<file path="src/hdl/chbd_pkg.sv">
// Shared types, codes and helpers for the chunked body decoder.
package chbd_pkg;

    localparam int SIZE_W     = 32;
    localparam int DISC_W     = 32;
    localparam int WIDE_W     = (SIZE_W > DISC_W) ? SIZE_W : DISC_W;
    localparam int FIFO_DEPTH = 4;

    localparam logic [7:0] CHAR_CR = 8'h0D;
    localparam logic [7:0] CHAR_LF = 8'h0A;

    localparam logic KIND_DATA = 1'b0;
    localparam logic KIND_END  = 1'b1;

    localparam logic [1:0] END_ZERO    = 2'd0;
    localparam logic [1:0] END_BADSIZE = 2'd1;
    localparam logic [1:0] END_BETWEEN = 2'd2;
    localparam logic [1:0] END_INSIDE  = 2'd3;

    typedef struct packed {
        logic [7:0] data_byte;
        logic       is_last;
    } in_item_t;

    typedef struct packed {
        logic              kind;
        logic [7:0]        payload_byte;
        logic [1:0]        end_code;
        logic [DISC_W-1:0] discard_count;
        logic              run_last;
    } out_item_t;

    // One classified input byte: an optional payload byte, then an optional end item
    typedef struct packed {
        logic              has_byte;
        logic [7:0]        data_byte;
        logic              has_end;
        logic [1:0]        end_code;
        logic [DISC_W-1:0] discard_count;
    } action_t;

    // {valid, value} of an ASCII hex digit
    function automatic logic [4:0] hex_value(input logic [7:0] c);
        logic [4:0] r;
        r = 5'd0;
        if (c >= 8'h30 && c <= 8'h39) begin
            r = {1'b1, 4'(c - 8'h30)};
        end
        else if (c >= 8'h61 && c <= 8'h66) begin
            r = {1'b1, 4'(c - 8'h57)};
        end
        else if (c >= 8'h41 && c <= 8'h46) begin
            r = {1'b1, 4'(c - 8'h37)};
        end
        return r;
    endfunction

    function automatic logic [DISC_W-1:0] sat_discard(input logic [SIZE_W-1:0] v);
        logic [DISC_W-1:0] r;
        if (WIDE_W'(v) > WIDE_W'({DISC_W{1'b1}})) begin
            r = {DISC_W{1'b1}};
        end
        else begin
            r = DISC_W'(v);
        end
        return r;
    endfunction

endpackage

</file>
<file path="src/hdl/http_chunked_body_decoder.sv">
// Top level of the HTTP chunked body decoder.
//
// Input channel: raw body bytes with a last-byte flag, one item per push while
// full is low. Result channel: payload bytes and end-of-body status items,
// read like a queue (empty, pop); the oldest result sits on result.
//
// The front end parses size lines, data and trailers and writes at most one
// action per byte into a four-entry queue. The back end turns each action into
// one or two results and holds the current one in an output register.
//
// A payload byte or end item is written into the queue when its byte is taken,
// then loaded into the output register, where it can be popped. Throughput: one
// byte per cycle while full is low; a byte that yields both a payload byte and
// an end item holds its action in the queue until both results have passed
// through the single output register. Size-line and trailer bytes yield no result.
//
// Reset clears the parser to the start of a size line and empties the queue
// and output register. When the receiver stops popping, the output register
// holds, the queue fills, and full rises to stall the sender; nothing is lost.
module http_chunked_body_decoder
    import chbd_pkg::*;
(
    input  logic      clk,
    input  logic      rst_n,
    input  logic      push,
    output logic      full,
    input  in_item_t  in_item,
    output logic      empty,
    input  logic      pop,
    output out_item_t result
);

    logic    accept;
    logic    act_valid;
    action_t act_in;
    action_t act_head;
    logic    act_pop;
    logic    act_empty;

    // take a byte only while the queue has room
    assign accept = push && !full;

    chbd_front u_front (
        .clk       (clk),
        .rst_n     (rst_n),
        .accept    (accept),
        .in_item   (in_item),
        .act_valid (act_valid),
        .act       (act_in)
    );

    chbd_fifo u_fifo (
        .clk     (clk),
        .rst_n   (rst_n),
        .wr_en   (act_valid),
        .wr_data (act_in),
        .rd_en   (act_pop),
        .rd_data (act_head),
        .full    (full),
        .empty   (act_empty)
    );

    chbd_back u_back (
        .clk       (clk),
        .rst_n     (rst_n),
        .act_empty (act_empty),
        .act       (act_head),
        .act_pop   (act_pop),
        .empty     (empty),
        .pop       (pop),
        .result    (result)
    );

endmodule

</file>
<file path="src/hdl/chbd_front.sv">
// Front end: parses body bytes and turns each into an action for the back end.
module chbd_front
    import chbd_pkg::*;
(
    input  logic     clk,
    input  logic     rst_n,
    input  logic     accept,
    input  in_item_t in_item,
    output logic     act_valid,
    output action_t  act
);

    localparam logic [1:0] MODE_SIZE  = 2'd0;
    localparam logic [1:0] MODE_DATA  = 2'd1;
    localparam logic [1:0] MODE_TRAIL = 2'd2;
    localparam logic [1:0] MODE_STOP  = 2'd3;

    logic [1:0]        mode_reg, mode_next;
    logic              saw_cr_reg, saw_cr_next;
    logic              open_reg, open_next;
    logic              saw_digit_reg, saw_digit_next;
    logic [SIZE_W-1:0] size_reg, size_next;
    logic [SIZE_W-1:0] left_reg, left_next;
    logic [SIZE_W-1:0] count_reg, count_next;
    logic [1:0]        trail_reg, trail_next;
    logic [1:0]        stop_reg, stop_next;
    logic [4:0]        hv;
    logic              cut;

    always_comb
    begin
        mode_next      = mode_reg;
        saw_cr_next    = saw_cr_reg;
        open_next      = open_reg;
        saw_digit_next = saw_digit_reg;
        size_next      = size_reg;
        left_next      = left_reg;
        count_next     = count_reg;
        trail_next     = trail_reg;
        stop_next      = stop_reg;
        cut            = 1'b0;
        hv             = hex_value(in_item.data_byte);
        act            = '0;
        act.data_byte  = in_item.data_byte;

        case (mode_reg)
            MODE_SIZE:
            begin
                if (saw_cr_reg && in_item.data_byte == CHAR_LF) begin
                    if (!saw_digit_reg || size_reg == '0) begin
                        stop_next = saw_digit_reg ? END_ZERO : END_BADSIZE;
                        mode_next = MODE_STOP;
                    end
                    else begin
                        left_next  = size_reg;
                        count_next = '0;
                        mode_next  = MODE_DATA;
                    end
                end
                else begin
                    if (open_reg && hv[4]) begin
                        // saturate once a digit would push past the top nibble
                        if (size_reg[SIZE_W-1 -: 4] != 4'd0) begin
                            size_next = {SIZE_W{1'b1}};
                        end
                        else begin
                            size_next = {size_reg[SIZE_W-5:0], hv[3:0]};
                        end
                        saw_digit_next = 1'b1;
                    end
                    else begin
                        open_next = 1'b0;
                    end
                    saw_cr_next = (in_item.data_byte == CHAR_CR);
                end
            end
            MODE_DATA:
            begin
                act.has_byte = 1'b1;
                left_next    = left_reg - 1'b1;
                count_next   = count_reg + 1'b1;
                if (left_reg == SIZE_W'(1)) begin
                    trail_next = 2'd2;
                    mode_next  = MODE_TRAIL;
                end
                else begin
                    cut = 1'b1;
                end
            end
            MODE_TRAIL:
            begin
                trail_next = trail_reg - 1'b1;
                if (trail_reg == 2'd1) begin
                    mode_next      = MODE_SIZE;
                    saw_cr_next    = 1'b0;
                    open_next      = 1'b1;
                    saw_digit_next = 1'b0;
                    size_next      = '0;
                end
            end
            default:
            begin
                mode_next = MODE_STOP;
            end
        endcase

        if (in_item.is_last) begin
            act.has_end = 1'b1;
            if (mode_next == MODE_STOP) begin
                act.end_code = stop_next;
            end
            else if (cut) begin
                act.end_code      = END_INSIDE;
                act.discard_count = sat_discard(count_next);
            end
            else begin
                act.end_code = END_BETWEEN;
            end
            // back to the reset state for the next body
            mode_next      = MODE_SIZE;
            saw_cr_next    = 1'b0;
            open_next      = 1'b1;
            saw_digit_next = 1'b0;
            size_next      = '0;
            left_next      = '0;
            count_next     = '0;
            trail_next     = 2'd0;
            stop_next      = END_ZERO;
        end
    end

    assign act_valid = accept && (act.has_byte || act.has_end);

    always_ff @(posedge clk or negedge rst_n)
    begin
        if (!rst_n) begin
            mode_reg      <= MODE_SIZE;
            saw_cr_reg    <= 1'b0;
            open_reg      <= 1'b1;
            saw_digit_reg <= 1'b0;
            size_reg      <= '0;
            left_reg      <= '0;
            count_reg     <= '0;
            trail_reg     <= 2'd0;
            stop_reg      <= END_ZERO;
        end
        else if (accept) begin
            mode_reg      <= mode_next;
            saw_cr_reg    <= saw_cr_next;
            open_reg      <= open_next;
            saw_digit_reg <= saw_digit_next;
            size_reg      <= size_next;
            left_reg      <= left_next;
            count_reg     <= count_next;
            trail_reg     <= trail_next;
            stop_reg      <= stop_next;
        end
    end

endmodule

</file>
<file path="src/hdl/chbd_fifo.sv">
// Short action queue between the front and back ends.
module chbd_fifo
    import chbd_pkg::*;
(
    input  logic    clk,
    input  logic    rst_n,
    input  logic    wr_en,
    input  action_t wr_data,
    input  logic    rd_en,
    output action_t rd_data,
    output logic    full,
    output logic    empty
);

    localparam int PTR_W = $clog2(FIFO_DEPTH);
    localparam int CNT_W = $clog2(FIFO_DEPTH + 1);

    action_t            mem_reg [FIFO_DEPTH];
    logic [PTR_W-1:0]   wr_ptr_reg, rd_ptr_reg;
    logic [CNT_W-1:0]   cnt_reg;
    logic               do_wr, do_rd;

    assign full    = (cnt_reg == CNT_W'(FIFO_DEPTH));
    assign empty   = (cnt_reg == '0);
    assign do_wr   = wr_en && !full;
    assign do_rd   = rd_en && !empty;
    assign rd_data = mem_reg[rd_ptr_reg];

    always_ff @(posedge clk)
    begin
        if (do_wr) begin
            mem_reg[wr_ptr_reg] <= wr_data;
        end
    end

    always_ff @(posedge clk or negedge rst_n)
    begin
        if (!rst_n) begin
            wr_ptr_reg <= '0;
            rd_ptr_reg <= '0;
            cnt_reg    <= '0;
        end
        else begin
            if (do_wr) begin
                wr_ptr_reg <= (wr_ptr_reg == PTR_W'(FIFO_DEPTH - 1)) ? '0 : wr_ptr_reg + 1'b1;
            end
            if (do_rd) begin
                rd_ptr_reg <= (rd_ptr_reg == PTR_W'(FIFO_DEPTH - 1)) ? '0 : rd_ptr_reg + 1'b1;
            end
            if (do_wr && !do_rd) begin
                cnt_reg <= cnt_reg + 1'b1;
            end
            else if (do_rd && !do_wr) begin
                cnt_reg <= cnt_reg - 1'b1;
            end
        end
    end

endmodule

</file>
<file path="src/hdl/chbd_back.sv">
// Back end: expands each action into result items and holds them in the output register.
module chbd_back
    import chbd_pkg::*;
(
    input  logic      clk,
    input  logic      rst_n,
    input  logic      act_empty,
    input  action_t   act,
    output logic      act_pop,
    output logic      empty,
    input  logic      pop,
    output out_item_t result
);

    out_item_t out_reg, out_next;
    logic      valid_reg, valid_next;
    logic      phase_reg, phase_next;
    logic      load;

    always_comb
    begin
        load       = !act_empty && (!valid_reg || pop);
        out_next   = out_reg;
        valid_next = valid_reg;
        phase_next = phase_reg;
        act_pop    = 1'b0;

        if (load) begin
            valid_next = 1'b1;
            out_next   = '0;
            if (act.has_byte && !phase_reg) begin
                out_next.kind         = KIND_DATA;
                out_next.payload_byte = act.data_byte;
                out_next.run_last     = !act.has_end;
                if (act.has_end) begin
                    // hold the action for its end item
                    phase_next = 1'b1;
                end
                else begin
                    act_pop = 1'b1;
                end
            end
            else begin
                out_next.kind          = KIND_END;
                out_next.end_code      = act.end_code;
                out_next.discard_count = act.discard_count;
                out_next.run_last      = 1'b1;
                phase_next             = 1'b0;
                act_pop                = 1'b1;
            end
        end
        else if (pop) begin
            valid_next = 1'b0;
        end
    end

    always_ff @(posedge clk)
    begin
        out_reg <= out_next;
    end

    always_ff @(posedge clk or negedge rst_n)
    begin
        if (!rst_n) begin
            valid_reg <= 1'b0;
            phase_reg <= 1'b0;
        end
        else begin
            valid_reg <= valid_next;
            phase_reg <= phase_next;
        end
    end

    assign empty  = !valid_reg;
    assign result = out_reg;

endmodule

</file>
<file path="config.mk">
export PLATFORM = sky130hd
export DESIGN_NAME = http_chunked_body_decoder
export DESIGN_NICKNAME = d
export VERILOG_FILES = /design/src/hdl/chbd_pkg.sv /design/src/hdl/http_chunked_body_decoder.sv /design/src/hdl/chbd_front.sv /design/src/hdl/chbd_fifo.sv /design/src/hdl/chbd_back.sv
export SDC_FILE = /design/constraint.sdc
export NUM_CORES = 1
export LEC_CHECK = 0
export BUFFER_PORTS_ARGS = -buffer_cell sky130_fd_sc_hd__buf_2
export CAP_MARGIN = 20
export CORE_UTILIZATION = 45
export DETAILED_ROUTE_END_ITERATION = 8
export PLACE_DENSITY = 0.71
export SETUP_SLACK_MARGIN = 0.15
export SKIP_CTS_REPAIR_TIMING = 1
export SLEW_MARGIN = 10
export SYNTH_ARGS = -nofsm -noshare
export SYNTH_HDL_FRONTEND = slang
export SYNTH_HIERARCHICAL = 1
export SYNTH_SLANG_ARGS = --single-unit
export TNS_END_PERCENT = 20
</file>
<file path="constraint.sdc">
create_clock -name clk -period 6.3 [get_ports clk]
set_clock_uncertainty 0.2 [all_clocks]
set_input_delay 1.26 -clock clk [delete_from_list [all_inputs] [get_ports clk]]
set_output_delay 1.26 -clock clk [all_outputs]
set_load 0.01 [all_outputs]
</file>
---- Yosys cells after proc, flatten, opt, wreduce, memory -nomap -nowiden ----
Memories as Yosys holds them, arrays and structs flattened.
Index checks and enable logic that the tools add are counted.
storage, ports and cells
  bits of input ports ..................... 13
  flip-flop bits (word level) ............. 158
  output and inout bits ................... 46
  RAM bits ................................ 176
  memories kept ........................... 1
memories
  name            depth  bits a word  rd ports  clocked after Yosys merged registers in  write ports  RTL line         RTL
  u_fifo.mem_reg  4      44           1         0                                        1            chbd_fifo.sv:18  action_t mem_reg [FIFO_DEPTH];
cells by class
  $add $sub $neg .......................... 10
  reductions and logical operators ........ 39
  multiplexer cells ....................... 67
  magnitude comparators ................... 7
  eq/ne operators ......................... 18
operators with widths
  kind                                                                                  count
  32-bit two-way mux                                                                    14
  32-bit one-hot mux with 2 select lines                                                3
  35-bit two-way mux                                                                    1
  32-bit by 1-bit adder with 32-bit output (second input constant)                      1
  32-bit by 1-bit == test with 1-bit output (second input constant)                     1
  32-bit > comparator (second input constant)                                           1
  32-bit logical NOT                                                                    1
  32-bit by 1-bit subtractor with 32-bit output (second input constant)                 1
  2-bit two-way mux                                                                     14
  1-bit two-way mux                                                                     25
  8-bit by 4-bit == test with 1-bit output (second input constant)                      2
  8-bit by 7-bit greater-or-equal comparator with 1-bit output (second input constant)  2
  8-bit by 7-bit less-or-equal comparator with 1-bit output (second input constant)     2
  5-bit two-way mux                                                                     3
  1-bit logical AND                                                                     13
  3-bit by 2-bit != test with 1-bit output (second input constant)                      4
  5-bit AND reduction                                                                   2
  3-bit != test (second input constant)                                                 3
  3-bit nonzero test                                                                    3
  2-bit == test (second input constant)                                                 4
  8-bit by 6-bit greater-or-equal comparator with 1-bit output (second input constant)  1
  8-bit by 6-bit less-or-equal comparator with 1-bit output (second input constant)     1
  1-bit logical NOT                                                                     8
  4-bit AND reduction                                                                   2
  20 further kinds                                                                      29

---- Logic depth before layout (Yosys ltp) ----
Gate-level depths: netlist of run 1.
  depth in word-level cells ............... 17
  mapped depth ............................ 14

---- Modules after synthesis ----
The synthesis of run 1 kept the hierarchy.
by module, submodules not included
  module                     area an instance (um2)  cells an instance  sequential area each (um2)  instances
  chbd_fifo                  6,789.0                 267                5,460.2                     1
  chbd_front                 6,782.8                 829                2,628.8                     1
  chbd_back                  1,715.4                 102                1,371.3                     1
  http_chunked_body_decoder  13.8                    1                  0.0                         1

---- Worst setup path before layout of run 1 ----
No wires, ideal clock.
  kind .................................... input to register
  start point ............................. input port pop
  end point ............................... register u_fifo.cnt_reg[1]
  required time ........................... 5,975 ps
  stages .................................. 8
  setup time .............................. 125 ps
  slack ................................... 1,091 ps
  arrival time ............................ 4,885 ps
  path through ............................ inv_1 a21oi_1 and2_1 o31ai_2 ha_1 inv_1 fa_1 mux2_2
on the way
  cells in the longest elaborated chain, start to end .. 7
  elaborated cells on any way between the ends .. 9
ends and longest elaborated chain
  element                                                         RTL line                         RTL
  start: declaration                                              http_chunked_body_decoder.sv:29  input logic pop,
  1-bit logical OR (*)                                            chbd_back.sv:22                  load = !act_empty && (!valid_reg || pop);
  1-bit logical AND (*)                                           chbd_back.sv:22
  net u_back.load                                                 chbd_back.sv:18                  logic load;
  1-bit two-way mux (*)                                           chbd_back.sv:28                  if (load) begin
  net act_pop                                                     http_chunked_body_decoder.sv:37  logic act_pop;
  1-bit logical AND (*)                                           chbd_fifo.sv:26                  assign do_rd = rd_en && !empty;
  1-bit logical NOT                                               chbd_fifo.sv:50                  if (do_wr && !do_rd) begin
  1-bit logical AND                                               chbd_fifo.sv:50
  3-bit two-way mux / 2-bit nonzero test (equally long branches)  n/a
  end signal: assignment                                          chbd_fifo.sv:51                  cnt_reg <= cnt_reg + 1'b1;
  end signal: assignment                                          chbd_fifo.sv:54                  cnt_reg <= cnt_reg - 1'b1;
  end: declaration                                                chbd_fifo.sv:20                  logic [CNT_W-1:0] cnt_reg;
The timed path passes the listed nets; every way through them passes the cells marked *.
A chain may end at the register's enable or synchronous reset.

---- Worst setup path in the final report of run 1 ----
  start point ............................. input port push
  end point ............................... memory u_fifo/mem_reg[2][32] (netlist bit), enable pin
on the way
  cells in the longest elaborated chain, start to end .. 5
ends and longest elaborated chain
  element                                  RTL line                         RTL
  start: declaration                       http_chunked_body_decoder.sv:25  input logic push,
  1-bit logical AND                        http_chunked_body_decoder.sv:41  assign accept = push && !full;
  net accept                               http_chunked_body_decoder.sv:33  logic accept;
  1-bit logical AND                        chbd_front.sv:132                assign act_valid = accept && (act.has_byte || act.has_end);
  net act_valid                            http_chunked_body_decoder.sv:34  logic act_valid;
  1-bit logical AND                        chbd_fifo.sv:25                  assign do_wr = wr_en && !full;
  1-bit two-way mux                        chbd_fifo.sv:31                  if (do_wr) begin
  1-bit two-way mux (not written as such)  chbd_fifo.sv:32                  mem_reg[wr_ptr_reg] <= wr_data;
  end: declaration                         chbd_fifo.sv:18
The timed path passes the listed nets, and every way through them passes these cells.

==> results of run 1 <==
## cell families (layout without fill, tap and decap cells)
kind of cell / after synthesis / after routing
AND/OR/NAND/NOR: 374 / 374
flip-flops: 334 / 334
AO/OA/AOI/OAI: 291 / 291
buffers and inverters: 109 / 171
multiplexers: 65 / 65
adder cells (fa/ha/maj): 15 / 15
XOR/XNOR: 11 / 11
## layer usage
| metal | vias up | global-route usage [%] |
|---|---|---|
| met5 | - | 0 |
| met4 | 0 | 5.499 |
| met3 | 57 | 2.689 |
| met2 | 282 | 29.85 |
| met1 | 4868 | 26.36 |
| li1 | 4578 | - |
## worst paths after layout
| kind | startpoint | cells after the start | end |
|---|---|---|---|
| max | push | 8 | u_fifo/mem_reg[2][32] |
| min | u_front/saw_cr_reg | 2 | u_front/saw_cr_reg |
| max reg2reg | u_fifo/rd_ptr_reg[1] | 13 | u_fifo/cnt_reg[2] |
| min reg2reg | u_front/saw_cr_reg | 2 | u_front/saw_cr_reg |
| max in group asynchronous | rst_n | 2 | u_front/count_reg[26] |
| min in group asynchronous | rst_n | 1 | u_front/size_reg[2] |
## power groups by stage
stage / Clock, mW / Sequential (mW) / Combinational, mW
after floorplan: 0 / 3.27 / 1.55
after global placement: 0 / 3.27 / 2.07
after detailed placement: 0 / 3.29 / 2.11
after CTS: 2.12 / 3.25 / 2.12
after global routing: 2.20 / 3.32 / 2.34
final: 2.07 / 3.26 / 2.10
## synthesized netlist by cell type (20+ instances only)
master	n
mux4_2	44
o21ai_1	43
nor3_1	21
clkbuf_1	36
inv_1	27
nand3_1	26
nor2_1	89
edfxtp_1	220
nand2_1	86
buf_2	20
dfrtp_1	113
nor2b_1	42
o21ai_0	81
a21oi_1	60
## worst max-delay path: stages
cell,delay [ps]
buf_2,90
nor2b_4,390
inv_1,80
buf_4,270
nor2_1,270
nor2b_1,480
and2_2,610
buf_4,440
## stage by stage
step / hold slack, ps / instance area, sq um / setup WS, ps / power, mW / std cells
4_1_cts: 293.7 / 17050 / 2226 / 7.492 / 1706
3_5_place_dp: 276.9 / 15890 / 1790 / 5.402 / 1643
3_3_place_gp: 273.5 / 15890 / 1914 / 5.344 / 1643
2_1_floorplan: 242.3 / 15300 / 1091 / 4.822 / 1199
5_1_grt: 322.7 / 17120 / 2144 / 7.854 / 1709
6_report: 282.8 / 17120 / 2372 / 7.425 / 1709
## placed cells by master (no fill, tap or decap), types with 42 or more instances in the layout
| cell | Yosys | layout |
|---|---|---|
| mux4_2 | 44 | 44 |
| buf_2 | 20 | 57 |
| edfxtp_1 | 220 | 220 |
| nand2_1 | 86 | 86 |
| o21ai_0 | 81 | 81 |
| nor2_1 | 89 | 89 |
| o21ai_1 | 43 | 43 |
| dfrtp_1 | 113 | 111 |
| a21oi_1 | 60 | 58 |
| nor2b_1 | 42 | 42 |
## final cells by class
cell class / count / area (sq um) / area share (%)
clock buffers: 45 / 964.7 / 5.636
clock inverters: 18 / 192.7 / 1.126
inverters: 28 / 105.1 / 0.6140
multi-input cells: 756 / 5329 / 31.13
flip-flops and latches: 334 / 9463 / 55.28
well taps: 448 / 560.5 / 3.275
repair buffers: 80 / 503.0 / 2.938
==> impl_metrics.csv, run 1 <==
group,metric,value,unit
status,status,"completed",
yosys,synthArstFlopShare,34.13,%
clock_network,path_clk_slew,60,ps
routing,antenna_left,0,
finish,fin_nets,1264,
yosys,ys_seq_area_share,61.83,%
placement,detailed_place_hpwl,19910,um
finish,fill_cells,2867,
sta,final_max_slew_viol_count,0,
sta,fin_crit,3928,ps
power_and_ir_drop,power.density,433.7,nW/um^2
yosys,synth-xor-area-share,0.6297,%
yosys,synth-simple-area-share,12.81,%
sta,fin_setup_tns,0,ps
floorplan,dieArea,34740,sq um
routing,vias,9785,
sta,rsz0062_at_grt,"no",
yosys,synth_area_leaders,"edfxtp_1 43%, dfrtp_1 18%, mux4_2 6.5%",
routing,drt_iter0_markers,818,
grt,grt_max_degree,79,
floorplan,fp.dieH,186.4,um
finish,antenna-diode-count,0,
power_and_ir_drop,power.switching,2.403,mW
finish,layout-drive-gt1-share,18.64,%
sta,setup_viol,0,
grt,grt_use_total,18.60,%
power_and_ir_drop,clockPowerShare,27.9,%
yosys,synth_top_family_by_area,"simple AND/OR/NAND/NOR gates",
setup_path,critical_path_required,6290,ps
yosys,synth-seq-cells,334,
routing,met3_wirelength,1650,um
floorplan,chipWidth,186.4,um
clock_network,cts-htree-levels,2,
yosys,syn_area,15300,sq um
yosys,synth_edf_count,220,
clock_network,worstSkewPairLatency,520,ps
yosys,synthMuxAreaShare,7.965,%
yosys,synthAdderAreaFrac,1.276,%
sta,tightest_slew,886.6,ps
routing,wire_per_inst,18.67,um
yosys,netlist_instances,1199,
finish,final_core_util,51.05,%
sta,finalHoldViolCount,0,
routing,highest_layer,"met4",
floorplan,initial_utilization,45.63,%
floorplan,core,33530,sq um
yosys,syn_area_per_cell,12.76,sq um
floorplan,ios,59,
placement,port_buffers,58,
yosys,synth_ff_type,"edfxtp_1",
routing,drt-pass1-iter-count,8,
power_and_ir_drop,comb_power_share,28.3,%
yosys,netlist.area_leader.share,43.18,%
min_path,hp-class,"reg -> reg",
sta,fin_crit_sh,62.34,%
power_and_ir_drop,internal_power,5.022,mW
yosys,yosysWarnings,6,
finish,syn2layout_area_growth,11.87,%
finish,largest_register_ffs,176,
grt,grt_overflow,0,
routing,drc,0,
run,drv_cap,0,
clock_network,clockBufferDepth,3,
routing,via_per_inst,5.726,
grt,grt_pass1_wl,52360,um
yosys,ys_types,82,
yosys,syn_nets,1227,
sta,slew_headroom,40.89,%
yosys,yosys.area.top_type,"edfxtp_1",
clock_network,cts_root_buffer,"clkbuf_16",
clock_network,cts_tree,"built",
grt,antenna_found_initial,0,
power_and_ir_drop,p_sw_share,32.37,%
power_and_ir_drop,p_leak,6.308,nW
setup_path,path_class,"in -> reg",
placement,gp_routability_congestion,0.8450,
yosys,synth_compound_area_share,12.00,%
floorplan,num_rows,67,
setup_path,r2r_setup_slack,2570,ps
routing,wl_met1,14250,um
setup_path,crit_arrival,3910,ps
routing,routed_wl,31910,um
clock_network,cts.sinks,334,
sta,fmax,0.2546,GHz
setup_path,startpoint_type,"primary input",
power_and_ir_drop,ir_drop,0.2270,mV
setup_path,critPathMaxFanout,38,
grt,grt_pass1_vias,9503,
setup_path,crit_path_end_kind,"register",
clock_network,cts_buffers,36,
power_and_ir_drop,seqPwrFrac,43.8,%
routing,routed-wl-met2,15340,um
No activity file was read; power rests on OpenSTA's default activity.
==> inputs of run 2 (changes only) <==
clock period = 3.9 ns   (was 6.3 ns; I/O delays follow)
==> run 2 against run 1 <==
Net effect:
- combinational power grew 64%
- global-route usage grew 0.16 points
- clock power is 64% higher
- sequential power increased by 62%
- critical endpoint is now u_front/left_reg[29]
- highest routed layer unchanged
==> impl_metrics.csv, run 2 (synthesized netlist as in run 1, its figures left out) <==
group,metric,value,unit
status,status,"completed",
sta,final_max_slew_viol_count,0,
clock_network,cts_root_buffer,"clkbuf_16",
setup_path,crit_arrival,3600,ps
setup_path,startpoint_type,"register",
floorplan,core,33530,sq um
floorplan,ios,59,
power_and_ir_drop,internal_power,8.219,mW
clock_network,path_clk_slew,60,ps
grt,grt_pass1_vias,9813,
sta,fin_ws,463.0,ps
clock_network,cts.sinks,334,
finish,layout-drive-gt1-share,19.26,%
floorplan,num_rows,67,
power_and_ir_drop,finalPower,12.14,mW
grt,grt_overflow,0,
power_and_ir_drop,clockPowerShare,28.0,%
sta,setup_viol,0,
sta,whs,139.8,ps
grt,grt_max_degree,115,
placement,detailed_place_hpwl,20300,um
clock_network,clockBufferDepth,3,
power_and_ir_drop,comb_power_share,28.4,%
routing,drt_iter0_markers,831,
power_and_ir_drop,power.switching,3.919,mW
finish,final_common_cell,"edfxtp_1",
floorplan,initial_utilization,45.63,%
run,drv_cap,0,
finish,fin_nets,1272,
sta,fmax,0.2910,GHz
power_and_ir_drop,p_sw_share,32.28,%
placement,gp_routability_congestion,0.8484,
sta,fin_crit_sh,88.13,%
setup_path,path_class,"reg -> reg",
finish,antenna-diode-count,0,
sta,slew_headroom,33.04,%
routing,wire_per_inst,18.79,um
setup_path,critical_path_required,4060,ps
clock_network,worstSkewPairLatency,520,ps
setup_path,critPathMaxFanout,41,
routing,drc,0,
power_and_ir_drop,seqPwrFrac,43.6,%
routing,routed_wl,32320,um
placement,dp_slack,377.7,ps
sta,rsz0062_at_grt,"no",
power_and_ir_drop,p_leak,6.358,nW
sta,fin_setup_tns,0,ps
routing,via_per_inst,5.735,
finish,largest_register_ffs,176,
min_path,hp-class,"in -> async",
sta,tightest_slew,1002,ps
floorplan,chipWidth,186.4,um
sta,finalHoldViolCount,0,
floorplan,dieArea,34740,sq um
routing,drt-pass1-iter-count,5,
setup_path,crit_path_end_kind,"register",
clock_network,cts_tree,"built",
routing,vias,9865,
placement,port_buffers,58,
routing,antenna_left,0,
grt,antenna_found_initial,0,
floorplan,fp.dieH,186.4,um
finish,final_cell_mix,"220 x edfxtp_1, 111 x dfrtp_1, 89 x nor2_1",
setup_path,r2r_setup_slack,460,ps
clock_network,cts-htree-levels,2,
grt,grt_use_total,18.77,%
clock_network,cts_buffers,37,
sta,fin_crit,3437,ps
finish,syn2layout_area_growth,12.72,%
grt,grt_pass1_wl,52400,um
power_and_ir_drop,power.density,703.8,nW/um^2
power_and_ir_drop,ir_drop,0.3842,mV
[run 2: worst max-delay path, cell delays in order (launching register included)]
cell and delay [ps]:
dfrtp_1 400, or4_1 600, nor4_4 400, a21oi_2 160
a21oi_4 810, or2_1 190, buf_4 350, o21ai_0 170
[run 2: final timing paths]
check                                startpoint                     to  depth (start not counted)
setup reg to reg           u_front/size_reg[23]   u_front/left_reg[29]                          7
max in group asynchronous                 rst_n  u_front/count_reg[20]                          2
hold reg to reg              u_front/saw_cr_reg     u_front/saw_cr_reg                          2
min in group clk                            pop       u_back/valid_reg                          2
setup / recovery           u_front/size_reg[23]   u_front/left_reg[29]                          7
hold / removal                            rst_n   u_front/size_reg[12]                          2
[run 2: through the flow]
stage,utilization [%],instance area (sq um),cells
detailed placement,47.84,16040,1653
global route,51.43,17250,1720
floorplan,-,15310,1199
global placement,47.84,16040,1653
CTS,51.43,17250,1720
finish,51.43,17250,1720
[run 2: power groups by stage]
stage,clock network [mW],logic [mW],registers (mW)
global route,3.61,3.80,5.38
detailed placement,0,3.45,5.35
floorplan,0,2.51,5.27
CTS,3.46,3.48,5.29
global placement,0,3.37,5.31
finish,3.40,3.45,5.29
[run 2: area by class of cell]
class	instances	area, sq um
flip-flops and latches	334	9463
inverters	28	105.1
fillers	2778	16290
repair buffers	87	585.6
well taps	448	560.5
clock inverters	13	132.6
multi-input cells	756	5329
clock buffers	54	1071
[run 2: metal layers]
layer / vias up / global-route usage [%] / part of all wire [%]
met1: 4936 / 25.42 / 44
met4: 0 / 5.404 / 2.3
met5: - / 0 / 0
met3: 60 / 2.896 / 5.1
li1: 4604 / - / -
met2: 265 / 31.37 / 49
